==> src/hw/rtl/ted_pkg.sv <==
// ----------------------------------------------------------------------------
// ted_pkg
// Shared types and constants for the text encoding detector.
// ----------------------------------------------------------------------------
package ted_pkg;

	// Default sample limit in bytes
	localparam int unsigned MAX_SAMPLE_DEF = 8192;

	// Depth of the request queue between front and back
	localparam int unsigned QUEUE_DEPTH = 2;

	typedef enum logic [3:0] {
		ENC_UTF8    = 4'd0,
		ENC_UTF16LE = 4'd1,
		ENC_UTF16BE = 4'd2,
		ENC_UTF32LE = 4'd3,
		ENC_UTF32BE = 4'd4,
		ENC_LATIN1  = 4'd5,
		ENC_CP437   = 4'd6,
		ENC_CP850   = 4'd7,
		ENC_BINARY  = 4'd8
	} enc_t;

	typedef struct packed {
		enc_t       encoding;
		logic [2:0] bom_length;
	} res_t;

endpackage

==> src/hw/rtl/ted_front.sv <==
// ----------------------------------------------------------------------------
// ted_front
// Takes one byte per request, keeps the running statistics and pushes a
// snapshot of them into the queue when the last byte arrives.
// ----------------------------------------------------------------------------
module ted_front #(
	parameter int unsigned MAX_SAMPLE = ted_pkg::MAX_SAMPLE_DEF,
	parameter int unsigned CNT_W      = 14,
	parameter int unsigned NUL_W      = 13,
	parameter int unsigned SNAP_W     = 32 + 6 * CNT_W + 2 * NUL_W + 2
) (
	input  logic              clk,
	input  logic              arst_n,
	input  logic              in_valid,
	output logic              in_stall,
	input  logic [7:0]        data_byte,
	input  logic              last_byte,
	input  logic              q_full,
	output logic              q_push,
	output logic [SNAP_W-1:0] q_data
);

	logic [31:0]      head_q, head_n;
	logic [CNT_W-1:0] n_q, n_n;
	logic [CNT_W-1:0] ctrl_q, ctrl_n;
	logic [NUL_W-1:0] even_q, even_n;
	logic [NUL_W-1:0] odd_q, odd_n;
	logic [1:0]       pend_q, pend_n;
	logic             bad_q, bad_n;
	logic [CNT_W-1:0] high_q, high_n;
	logic             dos_q, dos_n;
	logic [CNT_W-1:0] box_q, box_n;
	logic [CNT_W-1:0] latin_q, latin_n;
	logic [CNT_W-1:0] greek_q, greek_n;
	logic             take;
	logic             accept;
	logic             utf8_ok;

	assign in_stall = q_full;
	assign accept   = in_valid && !in_stall;
	assign take     = n_q < CNT_W'(MAX_SAMPLE);

	always_comb begin
		head_n  = head_q;
		n_n     = n_q;
		ctrl_n  = ctrl_q;
		even_n  = even_q;
		odd_n   = odd_q;
		pend_n  = pend_q;
		bad_n   = bad_q;
		high_n  = high_q;
		dos_n   = dos_q;
		box_n   = box_q;
		latin_n = latin_q;
		greek_n = greek_q;
		if (take) begin
			// first four bytes, offset 0 in the top byte
			if (n_q[CNT_W-1:2] == '0) begin
				case (n_q[1:0])
					2'd0: head_n[31:24] = data_byte;
					2'd1: head_n[23:16] = data_byte;
					2'd2: head_n[15:8]  = data_byte;
					default: head_n[7:0] = data_byte;
				endcase
			end
			if (data_byte inside {[8'h01:8'h07], [8'h0E:8'h1F]})
				ctrl_n = ctrl_q + CNT_W'(1);
			if (data_byte == 8'h00) begin
				if (n_q[0])
					odd_n = odd_q + NUL_W'(1);
				else
					even_n = even_q + NUL_W'(1);
			end
			// UTF-8 structure check
			if (pend_q != 2'd0) begin
				if (data_byte[7:6] == 2'b10)
					pend_n = pend_q - 2'd1;
				else
					bad_n = 1'b1;
			end else if (data_byte[7]) begin
				if (data_byte[7:5] == 3'b110)
					pend_n = 2'd1;
				else if (data_byte[7:4] == 4'b1110)
					pend_n = 2'd2;
				else if (data_byte[7:3] == 5'b11110)
					pend_n = 2'd3;
				else
					bad_n = 1'b1;
			end
			if (data_byte[7]) begin
				high_n = high_q + CNT_W'(1);
				// bytes unused in Latin-1 text
				if (data_byte inside {8'h81, 8'h8D, 8'h8F, 8'h90})
					dos_n = 1'b1;
				if (data_byte inside {[8'hB0:8'hCF]})
					box_n = box_q + CNT_W'(1);
				if (data_byte inside {[8'hD0:8'hDF]})
					latin_n = latin_q + CNT_W'(1);
				if (data_byte inside {[8'hE0:8'hEF]})
					greek_n = greek_q + CNT_W'(1);
			end
			n_n = n_q + CNT_W'(1);
		end
	end

	assign utf8_ok = !bad_n && (pend_n == 2'd0);
	assign q_push  = accept && last_byte;
	assign q_data  = {head_n, n_n, ctrl_n, even_n, odd_n, utf8_ok,
		high_n, dos_n, box_n, latin_n, greek_n};

	always_ff @(posedge clk or negedge arst_n) begin
		if (!arst_n) begin
			head_q  <= '0;
			n_q     <= '0;
			ctrl_q  <= '0;
			even_q  <= '0;
			odd_q   <= '0;
			pend_q  <= '0;
			bad_q   <= 1'b0;
			high_q  <= '0;
			dos_q   <= 1'b0;
			box_q   <= '0;
			latin_q <= '0;
			greek_q <= '0;
		end else if (accept) begin
			if (last_byte) begin
				head_q  <= '0;
				n_q     <= '0;
				ctrl_q  <= '0;
				even_q  <= '0;
				odd_q   <= '0;
				pend_q  <= '0;
				bad_q   <= 1'b0;
				high_q  <= '0;
				dos_q   <= 1'b0;
				box_q   <= '0;
				latin_q <= '0;
				greek_q <= '0;
			end else begin
				head_q  <= head_n;
				n_q     <= n_n;
				ctrl_q  <= ctrl_n;
				even_q  <= even_n;
				odd_q   <= odd_n;
				pend_q  <= pend_n;
				bad_q   <= bad_n;
				high_q  <= high_n;
				dos_q   <= dos_n;
				box_q   <= box_n;
				latin_q <= latin_n;
				greek_q <= greek_n;
			end
		end
	end

`ifndef ASSERT_OFF
	a_cnt_bound: assert property (@(posedge clk) disable iff (!arst_n)
		(n_q <= CNT_W'(MAX_SAMPLE)) && (ctrl_q <= n_q) && (high_q <= n_q))
		else $error("sample counters out of range");
	a_clear_after_last: assert property (@(posedge clk) disable iff (!arst_n)
		q_push |=> (n_q == '0) && (pend_q == 2'd0) && !bad_q)
		else $error("statistics not cleared after last byte");
`endif

endmodule

==> src/hw/rtl/ted_queue.sv <==
// ----------------------------------------------------------------------------
// ted_queue
// Short request queue between the byte front end and the classifier.
// ----------------------------------------------------------------------------
module ted_queue #(
	parameter int unsigned DATA_W = 8
) (
	input  logic              clk,
	input  logic              arst_n,
	input  logic              push,
	input  logic [DATA_W-1:0] push_data,
	input  logic              pop,
	output logic              full,
	output logic              valid,
	output logic [DATA_W-1:0] head_data
);

	localparam int unsigned DEPTH = ted_pkg::QUEUE_DEPTH;
	localparam int unsigned PTR_W = (DEPTH > 1) ? $clog2(DEPTH) : 1;
	localparam int unsigned CNT_W = $clog2(DEPTH + 1);

	logic [DATA_W-1:0] mem_q [DEPTH];
	logic [PTR_W-1:0]  wr_ptr_q, rd_ptr_q;
	logic [CNT_W-1:0]  count_q;
	logic              do_push, do_pop;

	assign full      = count_q == CNT_W'(DEPTH);
	assign valid     = count_q != '0;
	assign head_data = mem_q[rd_ptr_q];
	assign do_push   = push && !full;
	assign do_pop    = pop && valid;

	always_ff @(posedge clk) begin
		if (do_push)
			mem_q[wr_ptr_q] <= push_data;
	end

	always_ff @(posedge clk or negedge arst_n) begin
		if (!arst_n) begin
			wr_ptr_q <= '0;
			rd_ptr_q <= '0;
			count_q  <= '0;
		end else begin
			if (do_push)
				wr_ptr_q <= (wr_ptr_q == PTR_W'(DEPTH - 1)) ? '0 : wr_ptr_q + PTR_W'(1);
			if (do_pop)
				rd_ptr_q <= (rd_ptr_q == PTR_W'(DEPTH - 1)) ? '0 : rd_ptr_q + PTR_W'(1);
			if (do_push && !do_pop)
				count_q <= count_q + CNT_W'(1);
			else if (do_pop && !do_push)
				count_q <= count_q - CNT_W'(1);
		end
	end

`ifndef ASSERT_OFF
	a_no_overflow: assert property (@(posedge clk) disable iff (!arst_n)
		!(push && full))
		else $error("push into full queue");
`endif

endmodule

==> src/hw/rtl/ted_back.sv <==
// ----------------------------------------------------------------------------
// ted_back
// Classifier: turns a statistics snapshot into the encoding result through
// a compare stage and an output register.
// ----------------------------------------------------------------------------
module ted_back #(
	parameter int unsigned CNT_W  = 14,
	parameter int unsigned NUL_W  = 13,
	parameter int unsigned SNAP_W = 32 + 6 * CNT_W + 2 * NUL_W + 2
) (
	input  logic              clk,
	input  logic              arst_n,
	input  logic              q_valid,
	input  logic [SNAP_W-1:0] q_data,
	output logic              q_pop,
	output logic              out_valid,
	input  logic              out_stall,
	output ted_pkg::res_t     res
);

	localparam int unsigned WC = CNT_W + 5;

	logic [31:0]      h;
	logic [CNT_W-1:0] n, ctrl, high, box, latin, greek;
	logic [NUL_W-1:0] even, odd;
	logic             utf8_ok, dos;

	logic             hit_c, short_c, bin_c, sig_c, nul_c, le_c, be_c;
	ted_pkg::enc_t    bom_enc_c;
	logic [2:0]       bom_len_c;
	logic [NUL_W:0]   nul_sum;

	logic             valid_s1;
	logic             hit_s1, short_s1, bin_s1, nul_s1, le_s1, be_s1;
	logic             utf8_ok_s1, no_high_s1, dos_s1, cp437_s1;
	ted_pkg::enc_t    bom_enc_s1;
	logic [2:0]       bom_len_s1;

	logic             out_ready, adv_s1;
	ted_pkg::res_t    res_c, res_q;
	logic             out_valid_q;

	assign {h, n, ctrl, even, odd, utf8_ok, high, dos, box, latin, greek} = q_data;

	assign out_ready = !out_valid_q || !out_stall;
	assign adv_s1    = !valid_s1 || out_ready;
	assign q_pop     = q_valid && adv_s1;

	// byte order marks, longest first
	always_comb begin
		hit_c     = 1'b1;
		bom_enc_c = ted_pkg::ENC_UTF8;
		bom_len_c = 3'd0;
		if (n >= CNT_W'(4) && h == 32'hFFFE_0000) begin
			bom_enc_c = ted_pkg::ENC_UTF32LE;
			bom_len_c = 3'd4;
		end else if (n >= CNT_W'(4) && h == 32'h0000_FEFF) begin
			bom_enc_c = ted_pkg::ENC_UTF32BE;
			bom_len_c = 3'd4;
		end else if (n >= CNT_W'(3) && h[31:8] == 24'hEFBBBF) begin
			bom_enc_c = ted_pkg::ENC_UTF8;
			bom_len_c = 3'd3;
		end else if (n >= CNT_W'(2) && h[31:16] == 16'hFFFE) begin
			bom_enc_c = ted_pkg::ENC_UTF16LE;
			bom_len_c = 3'd2;
		end else if (n >= CNT_W'(2) && h[31:16] == 16'hFEFF) begin
			bom_enc_c = ted_pkg::ENC_UTF16BE;
			bom_len_c = 3'd2;
		end else begin
			hit_c = 1'b0;
		end
	end

	// ELF, PNG, PDF, ZIP, GIF, then MZ, gzip, JPEG
	assign sig_c = (h == 32'h7F45_4C46) || (h == 32'h8950_4E47) ||
		(h == 32'h2550_4446) || (h == 32'h504B_0304) || (h == 32'h4749_4638) ||
		(h[31:16] == 16'h4D5A) || (h[31:16] == 16'h1F8B) || (h[31:8] == 24'hFFD8FF);

	// x > n/k  <=>  k*x > n for integer floor division
	assign short_c = n < CNT_W'(2);
	assign bin_c   = (n >= CNT_W'(4)) &&
		(sig_c || (({5'd0, ctrl} << 4) + ({5'd0, ctrl} << 2) > WC'(n)));
	assign nul_sum = {1'b0, even} + {1'b0, odd};
	assign nul_c   = (WC'(nul_sum) << 3) + (WC'(nul_sum) << 1) > WC'(n);
	assign le_c    = {1'b0, odd} > ({1'b0, even} << 1);
	assign be_c    = {1'b0, even} > ({1'b0, odd} << 1);

	always_ff @(posedge clk or negedge arst_n) begin
		if (!arst_n)
			valid_s1 <= 1'b0;
		else if (adv_s1)
			valid_s1 <= q_valid;
	end

	always_ff @(posedge clk) begin
		if (q_pop) begin
			hit_s1     <= hit_c;
			bom_enc_s1 <= bom_enc_c;
			bom_len_s1 <= bom_len_c;
			short_s1   <= short_c;
			bin_s1     <= bin_c;
			nul_s1     <= nul_c;
			le_s1      <= le_c;
			be_s1      <= be_c;
			utf8_ok_s1 <= utf8_ok;
			no_high_s1 <= high == '0;
			dos_s1     <= dos || (({2'd0, box} << 2) > {2'd0, high});
			cp437_s1   <= (greek > latin) && (greek != '0);
		end
	end

	// priority decision
	always_comb begin
		res_c.bom_length = 3'd0;
		res_c.encoding   = ted_pkg::ENC_LATIN1;
		if (hit_s1) begin
			res_c.encoding   = bom_enc_s1;
			res_c.bom_length = bom_len_s1;
		end else if (short_s1)
			res_c.encoding = ted_pkg::ENC_UTF8;
		else if (bin_s1)
			res_c.encoding = ted_pkg::ENC_BINARY;
		else if (nul_s1 && le_s1)
			res_c.encoding = ted_pkg::ENC_UTF16LE;
		else if (nul_s1 && be_s1)
			res_c.encoding = ted_pkg::ENC_UTF16BE;
		else if (utf8_ok_s1 || no_high_s1)
			res_c.encoding = ted_pkg::ENC_UTF8;
		else if (dos_s1)
			res_c.encoding = cp437_s1 ? ted_pkg::ENC_CP437 : ted_pkg::ENC_CP850;
	end

	always_ff @(posedge clk or negedge arst_n) begin
		if (!arst_n)
			out_valid_q <= 1'b0;
		else if (out_ready)
			out_valid_q <= valid_s1;
	end

	always_ff @(posedge clk) begin
		if (out_ready && valid_s1)
			res_q <= res_c;
	end

	assign out_valid = out_valid_q;
	assign res       = res_q;

`ifndef ASSERT_OFF
	a_s1_hold: assert property (@(posedge clk) disable iff (!arst_n)
		(valid_s1 && !out_ready) |-> !q_pop ##1 valid_s1)
		else $error("compare stage lost a request under stall");
	a_bom_enc: assert property (@(posedge clk) disable iff (!arst_n)
		(out_valid_q && res_q.bom_length != 3'd0) |->
		(res_q.encoding == ted_pkg::ENC_UTF8 || res_q.encoding == ted_pkg::ENC_UTF16LE ||
		res_q.encoding == ted_pkg::ENC_UTF16BE || res_q.encoding == ted_pkg::ENC_UTF32LE ||
		res_q.encoding == ted_pkg::ENC_UTF32BE))
		else $error("byte order mark with non-Unicode encoding");
`endif

endmodule

==> src/hw/rtl/text_encoding_detector_core.sv <==
// ----------------------------------------------------------------------------
// text_encoding_detector_core
// Detects the text encoding and byte order mark of a file sample.
// ----------------------------------------------------------------------------
// Usage:
//  - Input channel (in_valid/in_stall): one sample byte per request, in file
//    order; last_byte marks the final byte of the sample. Bytes beyond
//    MAX_SAMPLE are taken but ignored; their last flag still ends the sample.
//  - Output channel (out_valid/out_stall): one request per sample carrying
//    encoding and bom_length.
//  - Throughput: one byte per cycle while in_stall is low. The front end
//    updates all counters for each byte up to MAX_SAMPLE; a sample ends in a
//    snapshot pushed into a two-entry queue, so a result does not pause input.
//  - Result path: the last byte's snapshot passes through the queue, the
//    compare stage and the output register, and waits behind any older
//    requests the queue holds.
//  - Stall: with the output stalled, the output register, compare stage and
//    queue fill up; once the queue is full, in_stall rises and holds until
//    the classifier drains one entry.
//  - Reset: all counters clear and every stage is emptied; no setup needed.
// ----------------------------------------------------------------------------
module text_encoding_detector_core #(
	parameter int unsigned MAX_SAMPLE = ted_pkg::MAX_SAMPLE_DEF
) (
	input  logic       clk,
	input  logic       arst_n,
	input  logic       in_valid,
	output logic       in_stall,
	input  logic [7:0] data_byte,
	input  logic       last_byte,
	output logic       out_valid,
	input  logic       out_stall,
	output logic [3:0] encoding,
	output logic [2:0] bom_length
);

	// byte count reaches MAX_SAMPLE; each NUL parity holds about half of it
	localparam int unsigned CNT_W  = $clog2(MAX_SAMPLE + 1);
	localparam int unsigned NUL_W  = $clog2((MAX_SAMPLE + 1) / 2 + 1);
	localparam int unsigned SNAP_W = 32 + 6 * CNT_W + 2 * NUL_W + 2;

	logic              q_full, q_push, q_valid, q_pop;
	logic [SNAP_W-1:0] q_wdata, q_rdata;
	ted_pkg::res_t     res;

	// byte front end: running statistics per sample
	ted_front #(
		.MAX_SAMPLE (MAX_SAMPLE),
		.CNT_W      (CNT_W),
		.NUL_W      (NUL_W),
		.SNAP_W     (SNAP_W)
	) u_front (
		.clk       (clk),
		.arst_n    (arst_n),
		.in_valid  (in_valid),
		.in_stall  (in_stall),
		.data_byte (data_byte),
		.last_byte (last_byte),
		.q_full    (q_full),
		.q_push    (q_push),
		.q_data    (q_wdata)
	);

	// decouples the byte stream from the classifier
	ted_queue #(
		.DATA_W (SNAP_W)
	) u_queue (
		.clk       (clk),
		.arst_n    (arst_n),
		.push      (q_push),
		.push_data (q_wdata),
		.pop       (q_pop),
		.full      (q_full),
		.valid     (q_valid),
		.head_data (q_rdata)
	);

	// classifier and output register
	ted_back #(
		.CNT_W  (CNT_W),
		.NUL_W  (NUL_W),
		.SNAP_W (SNAP_W)
	) u_back (
		.clk       (clk),
		.arst_n    (arst_n),
		.q_valid   (q_valid),
		.q_data    (q_rdata),
		.q_pop     (q_pop),
		.out_valid (out_valid),
		.out_stall (out_stall),
		.res       (res)
	);

	assign encoding   = res.encoding;
	assign bom_length = res.bom_length;

endmodule

==> config.mk <==
export PLATFORM = sky130hd
export DESIGN_NAME = text_encoding_detector_core
export DESIGN_NICKNAME = d
export VERILOG_FILES = /design/src/hw/rtl/ted_pkg.sv /design/src/hw/rtl/ted_front.sv /design/src/hw/rtl/ted_queue.sv /design/src/hw/rtl/ted_back.sv /design/src/hw/rtl/text_encoding_detector_core.sv
export SDC_FILE = /design/constraint.sdc
export NUM_CORES = 1
export LEC_CHECK = 0
export BUFFER_PORTS_ARGS = -buffer_cell sky130_fd_sc_hd__buf_4
export CAP_MARGIN = 20
export CORE_ASPECT_RATIO = 0.7
export CORE_MARGIN = 1.5
export CORE_UTILIZATION = 56
export CTS_CLUSTER_SIZE = 12
export DETAILED_ROUTE_END_ITERATION = 8
export PLACE_DENSITY_LB_ADDON = 0.2
export SLEW_MARGIN = 30
export SYNTH_ARGS = -nofsm -noshare
export SYNTH_HDL_FRONTEND = slang
export SYNTH_SLANG_ARGS = --single-unit
==> constraint.sdc <==
create_clock -name clk -period 18.48 [get_ports clk]
set_input_delay 0.924 -clock clk [delete_from_list [all_inputs] [get_ports clk]]
set_output_delay 0.924 -clock clk [all_outputs]
set_load 0.05 [all_outputs]
Word-level counts from Yosys, hierarchy flattened
Memories as Yosys holds them, arrays and structs flattened.
Index checks and enable logic that the tools add are counted.
- bits in registers: 176
- memory bits (writable): 288
- bits of input ports: 13
- output and inout bits: 9
- memories kept: 1
- memory list (memory ; words ; bits a word ; read ports ; clocked after memory_dff ; wr ports ; RTL line ; RTL):
    u_queue.mem_q ; 2 ; 144 ; 1 ; 0 ; 1 ; ted_queue.sv:22 ; logic [DATA_W-1:0] mem_q [DEPTH];
- add/sub/neg operators: 16
- magnitude comparators: 21
- equal/unequal tests: 24
- mux-type cells: 77
- reductions and logical operators: 56
- operators by type and width (operator ; count):
    2-to-1 mux 14 bit ; 20
    2-to-1 mux 13 bit ; 8
    == test 32 x 31 -> 1 bit (second input constant) ; 3
    2-to-1 mux 32 bit ; 3
    adder 14 x 1 -> 14 bit (second input constant) ; 6
    == test 32 bit (second input constant) ; 2
    == test 24 bit (second input constant) ; 2
    greater-than comparator 19 x 14 -> 1 bit ; 2
    == test 16 bit (second input constant) ; 2
    == test 32 x 16 -> 1 bit (second input constant) ; 1
    == test 32 x 30 -> 1 bit (second input constant) ; 1
    == test 8 bit (second input constant) ; 4
    2-to-1 mux 8 bit ; 4
    >= comparator 14 x 2 -> 1 bit (second input constant) ; 2
    greater-than comparator 13 x 14 -> 1 bit ; 2
    2-to-1 mux 4 bit ; 7
    adder 13 x 1 -> 13 bit (second input constant) ; 2
    2-to-1 mux 2 bit ; 13
    >= comparator 8 bit (second input constant) ; 3
    <= comparator 8 bit (second input constant) ; 3
    logical AND 1 bit ; 23
    adder 18 x 16 -> 19 bit ; 1
    adder 17 x 15 -> 18 bit ; 1
    2-to-1 mux 1 bit ; 18
    33 further kinds ; 61

Depth between registers and ports, before layout
An unclocked memory read counts as a cell.
- word-level depth: 11
- gate-level depth with buffers: 30
- depth with buffers taken out: 23

Hierarchy
A second synthesis with hierarchy kept.
- cells, all modules: 2256
- area, all modules: 25649.6 um^2
- modules (own cells, without submodules) (module ; times used ; cells an instance ; area each (um^2) ; seq. area each (um^2)):
    ted_queue ; 1 ; 467 ; 10779.1 ; 8748.4
    ted_front ; 1 ; 1174 ; 9830.7 ; 3653.5
    ted_back ; 1 ; 615 ; 5039.8 ; 740.7

Worst setup path after synthesis
Ideal clock, no wire load.
- kind: in2reg
- from: input last_byte
- to: memory u_queue.mem_q[0][0] (netlist bit) (enable)
- library setup time: 650 ps
- data arrival time: 7511 ps
- slack: 10319 ps
- stages: 4
- buffers on the path: 2
- cell sequence: clkbuf_1 clkbuf_1 nand2_1 nor2_1
- word-level cells in the longest chain between the ends: 4
- ends and longest elaborated chain (what ; RTL line ; RTL):
    start, declared ; text_encoding_detector_core.sv:30 ; input logic last_byte,
    logical AND 1 bit ; ted_front.sv:107 ; assign q_push = accept && last_byte;
    logical AND 1 bit ; ted_queue.sv:30 ; assign do_push = push && !full;
    2-to-1 mux 1 bit ; ted_queue.sv:34 ; if (do_push)
    2-to-1 mux 1 bit (not written as such) ; ted_queue.sv:35 ; mem_q[wr_ptr_q] <= push_data;
    end, declared ; ted_queue.sv:22 ;
No other way between the ends.

Final worst setup path
- from: register u_queue.rd_ptr_q
- to: register u_back.nul_s1, data pin
- word-level cells in the longest chain between the ends: 4
- ends and longest elaborated chain (what ; RTL line ; RTL):
    start, declared ; ted_queue.sv:23 ; logic [PTR_W-1:0] wr_ptr_q, rd_ptr_q;
    start signal, assigned ; ted_queue.sv:47 ; rd_ptr_q <= (rd_ptr_q == PTR_W'(DEPTH - 1)) ? '0 : rd_ptr_q + PTR_W'(1);
    memory (2 x 144 bit) * ; - ;
    adder 13 x 13 -> 14 bit ; ted_back.sv:83 ; assign nul_sum = {1'b0, even} + {1'b0, odd};
    adder 17 x 15 -> 18 bit ; ted_back.sv:84 ; assign nul_c = (WC'(nul_sum) << 3) + (WC'(nul_sum) << 1) > WC'(n);
    greater-than comparator 19 x 14 -> 1 bit * ; ted_back.sv:84 ;
    net u_back.nul_c ; ted_back.sv:28 ; logic hit_c, short_c, bin_c, sig_c, nul_c, le_c, be_c;
    end signal, assigned ; ted_back.sv:102 ; nul_s1 <= nul_c;
    end, declared ; ted_back.sv:34 ; logic hit_s1, short_s1, bin_s1, nul_s1, le_s1, be_s1;
The timed path passes the listed nets; every way through them passes the cells marked *.
A chain may end at the register's enable or synchronous reset.

==> out/results.md <==
| Parameter | Value | Unit |
|---|---|---|
| Result of the run | finished, final reports clean | - |
| CP endpoint kind | register | - |
| Leading cell type in the layout, fill and taps excluded | edfxtp_1 | - |
| Clock insertion delay at the later pin of the skew report | 0.58 | ns |
| # IOs | 22 | - |
| Proportion of register bits with asynchronous set or reset after synthesis | 32.8 | % |
| Cell row count | 63 | - |
| Floorplan die height | 177 | microns |
| Area added between synthesis and finish | 8.28 | % |
| Number of sinks driven by the clock tree | 463 | - |
| Global-route total usage across every layer | 24.7 | % |
| Cts repair resizes | 0 | - |
| Max Slew Vio Count | 0 | - |
| Wire length of the first global-routing pass | 86600 | microns |
| Antenna cell count | 0 | - |
| Buffers inserted by post-CTS timing repair | 0 | - |
| Hold-fix buffers, CTS | 0 | - |
| Fin crit period | 6.09 | ns |
| CTS tree | done | - |
| Placed instance count | 2529 | - |
| Largest area contributor in the netlist | edfxtp_1 | - |
| Power per cell area | 172 | nW/um^2 |
| Fin Clk Skew | 0.0307 | ns |
| Number of distinct library cells after synthesis | 86 | - |
| Effective utilization at floorplan | 57.0 | % |
| EDFF count, synth | 311 | - |
| GPL Wtd Cong | 0.915 | - |
| Vias per cell | 6.19 | - |
| Worst hold path type | in -> async | - |
| Clock slew seen by the registers of the worst setup and hold paths | 0.06 | ns |
| CTS buffer count | 46 | - |
| Count of filler cells inserted in the layout | 3255 | - |
| Critical path type | reg -> reg | - |
| # Max-Cap Violations | 0 | - |
| Unrepaired setup endpoints after global routing | no | - |
| Sequential cell area | 13100 | sq um |
| Synthesized area per cell | 11.8 | sq um |
| Number of optimization iterations in the first detailed-route pass | 5 | - |
| Total congestion overflow | 0 | - |
| Post-synthesis register bit count | 463 | - |
| Via count of the first global-routing pass | 15.5k | - |
| Worst EP arrival | 6.39 | ns |
| Post-layout instance count excluding filler cells | 2616 | - |
| Final setup fails | 0 | - |
| Count of final hold-check violations | 0 | - |
| Most area-consuming cells after synthesis | edfxtp_1, dfrtp_1, ha_1 | - |
| Top_reg_cell synth | edfxtp_1 | - |
| Slew at the pin with the worst max-slew slack | 0.919 | ns |
| Routed len/inst | 20.7 | microns |
| Fraction of layout instances using a drive strength above 1 | 9.69 | % |
| Headroom to the max-slew limit | 38.8 | % |
| Highest-count cells in the layout ignoring fill and taps | edfxtp_1, nand2_1, dfrtp_1, ha_1, mux2i_1 | - |
| Maximum number of pins on one net before global-route repair | 168 | - |
| CP Data Required Time | 18.78 | ns |
| Initial antenna violation count | 0 | - |
| Area of the core | 42500 | sq um |
| Crit path max fanout | 27 | - |
| Total die area | 44500 | sq um |
| Dpl hpwl | 36400 | microns |
| Synthesized Nets | 2183 | - |
| Peak ir drop on the vdd network | 0.000150 | V |
| Post-route antenna net violation count | 0 | - |
| Post-synthesis sequential area ratio | 54.3 | % |
| Detailed router's first-iteration violation count | 1621 | - |
| Total wire length | 54300 | microns |
| Buffer cell driving the clock tree root | clkbuf_16 | - |
| P_leak | 0.0105 | uW |
| Fin Setup TNS | 0 | ns |
| Number of warnings printed during yosys synthesis | 0 | - |
| Post-synth design cell area | 24200 | sq um |
| Input/output buffers | 21 | - |
| Post-route DRC | 0 | - |
| Synthesized netlist cell count | 2043 | - |
| Horizontal die dimension | 251 | microns |
| Max H-tree Level | 2 | - |
| Final WS setup | 12.39 | ns |
| Max Clock Freq | 164 | MHz |
| Sort of element at the start of the critical path | register | - |
| Total vias in the final route | 16.2k | - |
| Post-layout net count | 2166 | - |
| Tcrit/Tclk final | 33.0 | % |
| Area taken by multi-input logic gates | 10400 | sq um |
| Clock Tree Buf Depth | 3 | - |
| Area share of the leading cell type in the synthesized netlist | 38.6 | % |
| Setup WS pre-CTS | 12.49 | ns |
## logic make-up (layout without fill, tap and decap cells)
family	after synthesis	count (layout)	synth area share [%]
AO/OA/AOI/OAI	408	408	11.6
XOR/XNOR	140	140	5.10
adder cells (fa/ha/maj)	127	127	6.66
buffers and inverters	162	183	2.76
flip-flops	463	463	54.3
multiplexers	173	173	7.55
AND/OR/NAND/NOR	570	570	12.1
## metrics by stage
step	cell area, sq um	util (%)	total power, uW	hold slack (ns)
3_5_place_dp	24800	58.3	3600	0.485
2_1_floorplan	24200	-	3110	0.442
5_1_grt	26200	61.7	4850	0.200
6_report	26200	61.7	4520	0.197
3_3_place_gp	24700	58.2	3520	0.482
4_1_cts	26200	61.6	4510	0.444
## layout make-up
| class | count | share of cell area [%] |
|---|---|---|
| flip-flops and latches | 463 | 50.2 |
| inverters | 65 | 0.931 |
| well taps | 552 | 2.64 |
| repair buffers | 32 | 1.15 |
| clock buffers | 78 | 5.01 |
| clock inverters | 8 | 0.320 |
| multi-input cells | 1418 | 39.8 |
## synth_stat cells (5+ instances only)
master / n
edfxtp_1: 311
nand2_1: 174
dfrtp_1: 152
ha_1: 124
nor2_1: 97
mux2i_1: 96
o21ai_0: 94
xnor2_1: 88
a22o_1: 86
a21oi_1: 79
mux2_2: 77
clkbuf_1: 66
inv_1: 65
nand3_1: 55
nor3_1: 51
xor2_1: 51
nand4_1: 34
a21o_1: 32
nor4_1: 28
and3_1: 25
buf_2: 20
nand2b_1: 20
o21ai_1: 13
nor2b_1: 12
o22ai_1: 12
and2_1: 11
or4_1: 9
a31oi_1: 8
nand4b_1: 7
or3_1: 7
a221oi_1: 6
and4_1: 6
o21a_1: 6
o31ai_1: 6
o32ai_1: 6
buf_1: 5
nor4b_1: 5
o211a_1: 5
o21bai_1: 5
## report_power, final
group,internal (uW),total (uW),switching (uW)
Sequential,1320,1430,108
Combinational,902,2200,1290
Clock,498,892,394
## flip-flops by register name (all words and copies together) (netlist names), 7 cells and up
register,count
u_front.greek_q,14
u_back.res,7
u_queue.mem_q,288
u_front.odd_q,13
u_front.box_q,14
u_front.latin_q,14
u_front.ctrl_q,14
u_front.high_q,14
u_front.even_q,13
u_front.n_q,14
u_front.head_q,32
## routing by layer
| metal | share of wire, % | vias to the layer above | GRT usage, % |
|---|---|---|---|
| met4 | 1.3 | 0 | 4.47 |
| met5 | 0 | - | 0 |
| met2 | 43 | 481 | 35.9 |
| li1 | - | 7627 | - |
| met1 | 50 | 8021 | 39.3 |
| met3 | 6.3 | 60 | 3.47 |
## worst paths after layout
kind                                         start                  end  slack (ns)  cells after the start
worst min register to register  u_front.head_q[20]   u_front.head_q[20]        0.50                      1
worst min-delay path                        arst_n  u_front.latin_q[13]        0.20                      1
max in group asynchronous                   arst_n     u_queue.rd_ptr_q       16.87                      3
worst max-delay path              u_queue.rd_ptr_q        u_back.nul_s1       12.39                     21
worst max register to register    u_queue.rd_ptr_q        u_back.nul_s1       12.39                     21
min in group clk                u_front.head_q[20]   u_front.head_q[20]        0.50                      1
## worst max-delay path, stage by stage (launching register included)
cell and delay [ns]:
dfrtp_4 0.73, mux2i_1 0.38, inv_1 0.12, ha_1 0.50, o211ai_2 0.20, o21ai_0 0.40, xor2_2 0.35, ha_1 0.33
a21o_1 0.19, a211oi_1 0.47, o2111ai_1 0.23, and2_1 0.19, o211a_1 0.15, nand2b_1 0.16, xor2_1 0.15, ha_1 0.29
nand4_1 0.08, nor4_1 0.32, nor2_1 0.08, o32a_1 0.29, nor3_1 0.12, o21ai_1 0.08
No activity file was read; power rests on OpenSTA's default activity.
